File: src/design/agc_pkg.sv
// Package for the anagram group classifier: sizes, FSM type and the cell link type.
// Used by agc_hist, agc_cell, the top level and the testbench.
`default_nettype none
package agc_pkg;
    localparam int ALPHABET_SIZE = 128;
    localparam int MAX_GROUPS    = 16;
    localparam int MAX_WORD_LEN  = 63;
    localparam int ADDR_W        = $clog2(ALPHABET_SIZE);
    localparam int SWEEP_W       = $clog2(ALPHABET_SIZE + 1);
    localparam int CNT_W         = 6;
    localparam int GID_W         = $clog2(MAX_GROUPS + 1);
    localparam int DRAIN_CYCLES  = MAX_GROUPS + 3;
    localparam int DRAIN_W       = $clog2(DRAIN_CYCLES + 1);

    typedef enum logic [2:0] {
        ST_CLEAR,
        ST_IDLE,
        ST_INC,
        ST_SWEEP,
        ST_DRAIN,
        ST_DONE
    } state_t;

    typedef struct packed {
        logic              valid;
        logic              first;
        logic [ADDR_W-1:0] addr;
        logic [CNT_W-1:0]  count;
    } link_t;
endpackage
`default_nettype wire

File: src/design/agc_cell.sv
// One group cell: holds a signature, compares it with the passing histogram and hands it on.
// Depends on agc_pkg.
`default_nettype none
module agc_cell
    import agc_pkg::*;
(
    input  wire logic  clk,
    input  wire logic  rst_n,
    input  wire link_t link_in,
    input  wire logic  wr_sel,
    output link_t      link_out,
    output logic       mismatch
);
    logic [CNT_W-1:0] sig_mem [ALPHABET_SIZE];
    logic [CNT_W-1:0] rd_reg;
    link_t            link_reg;
    logic             mismatch_reg;
    logic             mismatch_next;
    logic             differ;

    always_ff @(posedge clk)
    begin
        rd_reg <= sig_mem[link_in.addr];
        if (link_in.valid && wr_sel)
        begin
            sig_mem[link_in.addr] <= link_in.count;
        end
    end

    always_ff @(posedge clk or negedge rst_n)
    begin
        if (!rst_n)
        begin
            link_reg     <= '0;
            mismatch_reg <= 1'b0;
        end
        else
        begin
            link_reg     <= link_in;
            mismatch_reg <= mismatch_next;
        end
    end

    always_comb
    begin
        differ        = (rd_reg != link_reg.count);
        mismatch_next = mismatch_reg;
        if (link_reg.valid)
        begin
            mismatch_next = link_reg.first ? differ : (mismatch_reg | differ);
        end
    end

    assign link_out = link_reg;
    assign mismatch = mismatch_reg;
endmodule
`default_nettype wire

File: config.mk
export PLATFORM = sky130hd
export DESIGN_NAME = agc_cell
export DESIGN_NICKNAME = d
export VERILOG_FILES = /design/src/design/agc_pkg.sv /design/src/design/agc_cell.sv
export SDC_FILE = /design/constraint.sdc
export NUM_CORES = 1
export LEC_CHECK = 0
export BUFFER_PORTS_ARGS = -buffer_cell sky130_fd_sc_hd__buf_4
export CAP_MARGIN = 20
export CORE_MARGIN = 2
export CORE_UTILIZATION = 44
export DETAILED_ROUTE_END_ITERATION = 8
export MAX_ROUTING_LAYER = met4
export PLACE_DENSITY = 0.7
export SYNTH_ARGS = -nofsm -noshare
export SYNTH_HDL_FRONTEND = slang
export SYNTH_SLANG_ARGS = --single-unit
File: constraint.sdc
create_clock -name clk -period 1.95 [get_ports clk]
set_clock_uncertainty 0.2 [all_clocks]
set_input_delay 0.195 -clock clk [delete_from_list [all_inputs] [get_ports clk]]
set_output_delay 0.195 -clock clk [all_outputs]
set_load 0.005 [all_outputs]
==> impl_results.md <==
* Setup WS post-layout at -0.4262 ns
* Die width at 270.2 um
* Startpoint Class: flip-flop
* Worst-Skew Late Latency at 0.65 ns
* CP Capture Type: flip-flop
* Layout cell share with drive strength beyond 1 at 33.70%
* Final period util at 121.9%
* Chip height at 270.2 um
* Vias in the first global route at 20710
* Vias at 20850
* Antenna violations before repair at 2
* Peak VDD IR at 748.4 uV
* Largest net degree at the start of global routing at 130
* Syn avg cell area at 16.37 um2
* DR iter-0 viols at 2988
* I/O Buffers at 33
* Layout Nets at 2320
* Final Hold Slack at -0.06072 ns
* Number of synthesized flops with an enable pin at 768
* Clock-pin slew on the worst setup and hold paths at 0.07 ns
* Gate power share at 7.8%
* CTS tree: done
* Critical path peak fanout at 1
* Fillers at 5359
* Unrepaired setup endpoints after global routing: yes
* H-Tree Depth at 3
* Pre-CTS setup slack at -1.099 ns
* Synth-to-Final Area Change at 27.35%
* Die area at 0.07301 mm2
* Syn nets at 1923
* HPWL after DPL at 64080 um
* Routed Antenna Nets at 0
* Multi-input gate area at 0.008016 mm2
* Async set or reset register ratio after synthesis at 2.025%
* Num CTS Buffers at 80
* Vias per std cell at 6.306
* Core box area at 0.07015 mm2
* 1st-pass router iterations at 6
* Outcome: finished, violations left
* CTS max path bufs at 3
* CTS Sinks at 790
* Critical Path AT at 2.67 ns
* Worst hold path type: input pin to flip-flop
* WS Path Type: flip-flop to flip-flop
* Initial Util at 44.45%
* Placed insts at 3138
* Fin cells at 3306
* Hold-critical path depth at 4
* Ys flop type: edfxtp_1
* Commonest cells after routing, fill and taps aside: edfxtp_1, buf_4, mux2i_1
* Max Slew Vio Count at 0
* Cell area after synthesis at 0.03118 mm2
* Seq/Total Area, Yosys at 75.63%
* GR Overflow Total at 0
* Sw frac at 22.13%
* Register area at 0.02358 mm2
* Overall routed net length at 96570 um
* Max-Cap Viols at 0
* Final hold violations at 2
* PwrDens at 936.7 mW/mm2
* Post-Synthesis Cells at 1905
* Post-layout min period at 2.376 ns
* Commonest non-fill, non-tap cell in the layout: edfxtp_1
* Relative slew slack at 51.91%
* Violated checks: negative hold slack, negative setup slack
* CTS root buffer: clkbuf_16
* First-pass GRT wire length at 140000 um
* Clock group share of total power at 41.9%
* Maximum clock rate at 420.8 MHz
* FF-to-FF path depth at 5
* Io pins at 34
* Synth Register Bits at 790
* Final setup vio count at 6
* Final GP Congestion at 0.9711
* CP required at 2.25 ns
* DRC viols at 0
* Static leakage at 0.01339 uW
* Overall Global Routing Usage at 26.98%
* Wire per inst at 29.21 um
* Rows at 97
* Max reg flops at 768
* Pint at 28960 uW
* Seq pwr share at 50.4%
* Synth warn at 0
* Worst-Margin Slew at 0.7214 ns
* Switching power at 8230 uW
* Synth unique cells at 76
-- worst paths after layout --
check / slack [ns] / to / startpoint
hold reg to reg: 0.32 / mismatch$_DFFE_PN0P_ / mismatch$_DFFE_PN0P_
setup reg to reg: -0.43 / rd_reg[0]$_DFF_P_ / sig_mem[83][0]$_DFFE_PP_
hold / removal: -0.06 / rd_reg[1]$_DFF_P_ / link_in[11]
min in group asynchronous: 0.45 / link_out[6]$_DFF_PN0_ / rst_n
max in group asynchronous: 0.92 / link_out[10]$_DFF_PN0_ / rst_n
setup / recovery: -0.43 / rd_reg[0]$_DFF_P_ / sig_mem[83][0]$_DFFE_PP_
-- layer usage --
| layer | wire [um] | vias to the layer above | global-route usage, % |
|---|---|---|---|
| met3 | 11070 | 309 | 5.690 |
| met4 | 4607 | 0 | 11.28 |
| met1 | 35870 | 10490 | 35.10 |
| li1 | - | 8550 | - |
| met2 | 45010 | 1498 | 41.42 |
| met5 | 0 | - | - |
-- cell usage after synthesis (37+ instances only) --
master	instances	share of area [%]
a21oi_1	69	1.1
buf_2	58	0.93
clkbuf_1	49	0.59
a22o_1	37	1.0
o21ai_0	53	0.85
nor2_1	153	1.8
nand2_1	82	0.99
mux2i_1	90	2.9
o22ai_1	42	0.84
a221oi_1	85	2.4
a22oi_1	81	2.0
edfxtp_1	768	74
-- cell families after synthesis --
| kind of cell | count (synthesis) | share of synthesized area, % |
|---|---|---|
| compound gates | 493 | 11.69 |
| xor+xnor | 6 | 0.1685 |
| buf+inv | 151 | 2.472 |
| flops | 790 | 75.63 |
| mux | 127 | 5.068 |
| simple gates | 338 | 4.968 |
-- worst max-delay path: stages, from the launching register on --
cell and delay (ns):
edfxtp_1 0.39, a221oi_2 0.34, o22ai_1 0.18, a221oi_4 0.40
o221ai_2 0.19, or4_4 0.53
-- through the flow --
stage / setup TNS (ns) / power, uW / utilization, % / hold WS (ns) / cell area (um2)
2_1_floorplan: -34.51 / 20260 / - / -0.3006 / 32310
3_3_place_gp: -252.75 / 21730 / 52.03 / -0.05560 / 36500
3_5_place_dp: -262.47 / 21770 / 52.03 / -0.04942 / 36500
4_1_cts: -8.892 / 37160 / 56.38 / 0.05559 / 39550
5_1_grt: -1.608 / 38040 / 56.60 / -0.03269 / 39710
6_report: -1.481 / 37190 / 56.60 / -0.06072 / 39710
-- timing repair --
item	CTS	global route
setup buffers	0	9
resized for setup	46	16
hold buffers	19	1
pin swaps	25	15
endpoints found under the hold margin	426	1
setup endpoints to repair	6	198
-- final cells by class --
cell class,instances,share of cell area [%]
Inverter,8,0.08193
Antenna cell,1,0.006302
Multi-Input combinational cell,964,20.19
Timing Repair Buffer,458,10.73
Clock buffer,112,5.684
Clock inverter,33,0.9548
Sequential cell,790,59.39
Tap cell,940,2.962
-- power groups by stage --
stage                     clock (uW)  sequential [uW]  combinational, uW
after global routing           16300            18700               2970
final                          15600            18700               2880
after CTS                      15600            18700               2780
after detailed placement           0            19100               2680
after floorplan                    0            19100               1190
after global placement             0            19100               2630
Power figures use the tool's default switching activity.
