### config.mk
export PLATFORM = sky130hd
export DESIGN_NAME = agc_hist
export DESIGN_NICKNAME = d
export VERILOG_FILES = /design/src/design/agc_pkg.sv /design/src/design/agc_hist.sv
export SDC_FILE = /design/constraint.sdc
export NUM_CORES = 1
export LEC_CHECK = 0
export ABC_AREA = 1
export BUFFER_PORTS_ARGS = -buffer_cell sky130_fd_sc_hd__buf_2
export CORE_MARGIN = 2
export CORE_UTILIZATION = 35
export CTS_BUF_LIST = sky130_fd_sc_hd__clkbuf_2
export DETAILED_ROUTE_END_ITERATION = 7
export SLEW_MARGIN = 25
export SYNTH_ARGS = -nofsm -noshare
export SYNTH_HDL_FRONTEND = slang
export SYNTH_SLANG_ARGS = --single-unit
### constraint.sdc
create_clock -name clk -period 2.8 [get_ports clk]
set_input_delay 0 -clock clk [delete_from_list [all_inputs] [get_ports clk]]
set_output_delay 0 -clock clk [all_outputs]
set_load 0.005 [all_outputs]
### src/design/agc_pkg.sv
// Package for the anagram group classifier: sizes, FSM type and the cell link type.
// Used by agc_hist, agc_cell, the top level and the testbench.
`default_nettype none
package agc_pkg;
    localparam int ALPHABET_SIZE = 128;
    localparam int MAX_GROUPS    = 16;
    localparam int MAX_WORD_LEN  = 63;
    localparam int ADDR_W        = $clog2(ALPHABET_SIZE);
    localparam int SWEEP_W       = $clog2(ALPHABET_SIZE + 1);
    localparam int CNT_W         = 6;
    localparam int GID_W         = $clog2(MAX_GROUPS + 1);
    localparam int DRAIN_CYCLES  = MAX_GROUPS + 3;
    localparam int DRAIN_W       = $clog2(DRAIN_CYCLES + 1);

    typedef enum logic [2:0] {
        ST_CLEAR,
        ST_IDLE,
        ST_INC,
        ST_SWEEP,
        ST_DRAIN,
        ST_DONE
    } state_t;

    typedef struct packed {
        logic              valid;
        logic              first;
        logic [ADDR_W-1:0] addr;
        logic [CNT_W-1:0]  count;
    } link_t;
endpackage
`default_nettype wire

### src/design/agc_hist.sv
// Histogram memory of the current word, one count per character code.
// Depends on agc_pkg.
`default_nettype none
module agc_hist
    import agc_pkg::*;
(
    input  wire logic              clk,
    input  wire logic [ADDR_W-1:0] addr,
    input  wire logic              wr_en,
    input  wire logic [CNT_W-1:0]  wdata,
    output logic      [CNT_W-1:0]  rdata_reg
);
    logic [CNT_W-1:0] mem [ALPHABET_SIZE];

    always_ff @(posedge clk)
    begin
        rdata_reg <= mem[addr];
        if (wr_en)
        begin
            mem[addr] <= wdata;
        end
    end
endmodule
`default_nettype wire

==> summary.md <==
| Metric | Value |
|---|---|
| H-tree levels | 4 |
| DR vias/cell | about 4.7 |
| Post-Syn Instances | 3,347 |
| Min cycle time layout | 2.677 ns |
| Crit path largest cell delay | 0.62 ns |
| Clk slew on worst S/H paths | 0.11 ns |
| Synthesis-stage register bit count | just under 800 |
| Rel. slew slack | between 30% and 40% |
| Slowest CP cell | dlygate4sd3_1 |
| Setup bufs post-CTS | 0 |
| Pre-antenna DRT Iters | 6 |
| DRT antenna net count | 0 |
| Pint | ~0.016 W |
| Crit path arrival time | between 3 and 4 ns |
| Worst Path Required | 4.07 ns |
| Pwr Total | 0.02160 W |
| Ys Warns | 0 |
| Fin. max-slew vios | 0 |
| FILL cells | 9,331 |
| Sw Ratio | 26.12% |
| MaxCap Viol Count | 0 |
| Hold WC Path Type | input pin to register |
| Cts bufs inserted | around 180 |
| Routability congestion estimate | 0.8755 |
| Horiz. Die Dim | 312.2 um |
| Max FO, Critical Path | 19 |
| R2R depth | 14 |
| Syn Nets | between 3,000 and 4,000 |
| Leading area contributor after synthesis | edfxtp_1 |
| Initial Util | 35.15% |
| Period utilization | 95.62% |
| R2R setup slack | roughly 0.16 ns |
| Pwr/cell area | 583.5 nW/um^2 |
| First-pass GRT wire length | 130,900 um |
| Largest net degree at the start of global routing | 148 |
| Cell variety after synth | 22 |
| RSZ-0062 raised after global routing | no |
| TritonCTS Sinks | 774 |
| Switching power total | 0.005641 W |
| Crit path buf inv count | 8 |
| Crit end category | register |
| Largest register FFs | roughly 770 |
| # setup viols final | 0 |
| Number of global-route vias before repair | 22,277 |
| Max Freq | 0.3735 GHz |
| Area of the multi-input gates | 8900 um^2 |
| Clock Latency Late Sink | 1.44 ns |
| Synth Area per Inst | 9.934 um^2 |
| Gate power share | 7.6% |
| Die area | 97,480 um^2 |
| Hold Crit Start | wdata[3] |
| RR Startpoint | mem[127][5] |
| Area contributors post-synth | edfxtp_1 69%, nand2_1 23%, nor2_1 2.5%, buf_2 1.5%, inv_1 0.79% |
| Clock share of power | 33.2% |
| CTS Root Cell | clkbuf_2 |
| Top cell type's share of synthesized area | 69.36% |
| Nets | 3,539 |
| Die height | between 300 and 400 um |
| Hold Crit Depth | 4 |
| Total gr overflow | 0 |
| I/O pin total | 21 |
| Layout cells sized above 1 | between 10 and 15% |
| Slew of the pin with the lowest slew margin | 0.9200 ns |
| FP Rows | approximately 110 |
| CP Launch Type | input pin |
| Setup_tns | 0 ns |
| Clk_skew | between 0.07 and 0.08 ns |
| CTS tree | yes |
| DRC violations left | 0 |
| DP HPWL | 51,380 um |
| Worst path most repeated cell | dlygate4sd3_1 |
| Hold Fails Final Rpt | 0 |
| All-Layer GR Usage | ~18% |
| Reg power frac | about three fifths |
| 1st-iter DRT viols | 1,960 |
| Wire length per cell | ~17 um |
| Core Region | 94,590 um^2 |
| Commonest cells after routing, fill and taps aside | 2,058 x nand2_1, 768 x edfxtp_1, 269 x clkbuf_2 |
| Status | complete, no violations |
| Pleak | approximately 16 nW |
| Commonest non-fill, non-tap cell in the layout | nand2_1 |
| Maximum vdd drop | 0.0003579 V |
| Vias | approximately 23,000 |
| Flip-flop and latch area | roughly 23,000 um^2 |
| Kind of critical path | input pin to register |
| Worst hold endpoint | mem[120][3] |
| Total Wirelength | 85,950 um |
| Mapped Area | 33,250 um^2 |
| Syn-to-layout area delta | 11.31% |
| Top delay family on crit path | buffers and inverters |
| I/O Buffers | 20 |
| R2R Path End | rdata_reg[5] |
| CP Cell Sequence | dlygate4sd3_1 > buf_2 > dlygate4sd3_1 > inv_1 > nor2_2 > dlygate4sd3_1 > buf_4 > nand2_1 > nand2_1 > nor2_4 > nor2_1 > dlygate4sd3_1 > nor2_1 > dlygate4sd3_1 > nand2_1 |
| Seq/Total Area, Yosys | 69.72% |
| Initial antenna violation count | 3 |
| Clk buf depth | 3 |
==> metrics by stage <==
step                      std cells  util (%)  worst slack (ns)  hold WS, ns  instance area [um^2]
after floorplan                3347         -             1.177      0.09887                 33250
after global placement         4555     36.88            0.5328       0.4458                 34880
after detailed placement       4555     36.88            0.5133       0.4393                 34880
after CTS                      4910     39.11            0.1224     0.008536                 37000
after global routing           4912     39.13          0.007661      0.05783                 37010
final                          4912     39.13            0.1227       0.1599                 37010
==> area by class of cell <==
class,count,area share [%]
antenna,1,0.006761
clock buffer,269,3.637
clock inverter,39,0.6727
inverter,74,0.8012
multi-input combinational,2338,24.05
sequential,774,62.63
tap,1265,4.276
timing repair buffer,152,3.925
==> Yosys cell counts, drive strengths merged <==
cell type,count
nor2,226
clkinv,1
nand2,2058
o21ai,5
nand4,1
edfxtp,768
o211ai,2
or2,12
inv,73
buf,145
nand3,28
clkbuf,16
a21oi,6
dfxtp,6
==> power by group through the flow <==
| stage | clock [W] | sequential [W] | combinational [W] |
|---|---|---|---|
| after floorplan | 0 | 0.0131 | 0.000887 |
| after global placement | 0 | 0.0131 | 0.00155 |
| final | 0.00717 | 0.0128 | 0.00163 |
| after global routing | 0.00792 | 0.0128 | 0.00180 |
| after CTS | 0.00737 | 0.0128 | 0.00163 |
| after detailed placement | 0 | 0.0131 | 0.00155 |
==> worst register-to-register path: stages, from the launching register on <==
cell and delay [ns]:
edfxtp_1 0.37, nand2_1 0.07, nand2_1 0.06, nand2_1 0.06, nand2_1 0.06, nand2_1 0.10, nand2_1 0.10, nand2_1 0.07
nand2_1 0.13, nor2_4 0.16, nor2_1 0.05, dlygate4sd3_1 0.56, nor2_1 0.09, dlygate4sd3_1 0.55, nand2_1 0.05
==> per-layer routing <==
layer / GRT usage, % / wire length, um
met5: 0 / 27
met4: 6.938 / 2413
met3: 3.789 / 5960
met2: 27.98 / 40110
met1: 23.46 / 37440
==> worst max path at each step <==
| stage | startpoint | end | slack, ns | cells after the start |
|---|---|---|---|---|
| final | addr[3] | rdata_reg[5] | 0.12 | 15 |
| after global routing | mem[127][5] | rdata_reg[5] | 0.008 | 14 |
| after CTS | mem[127][5] | rdata_reg[5] | 0.12 | 14 |
| after detailed placement | addr[0] | rdata_reg[1] | 0.51 | 16 |
| after global placement | addr[0] | rdata_reg[1] | 0.53 | 16 |
| after floorplan | addr[1] | mem[24][0] | 1.18 | 8 |
==> timing repair <==
action | 4_1_cts | 5_1_grt
endpoints found under the hold margin | 1542 | 21
setup endpoints to repair | 0 | 1
hold buffers | 47 | 1
resized for setup | 0 | 2
==> cells by family after synthesis <==
family	synth area share, %
buffers and inverters	3.552
DFF	69.72
and+or+nand+nor	26.52
AOI/OAI and AO/OA	0.2107
Note: power is estimated with default switching activity, not from simulation.
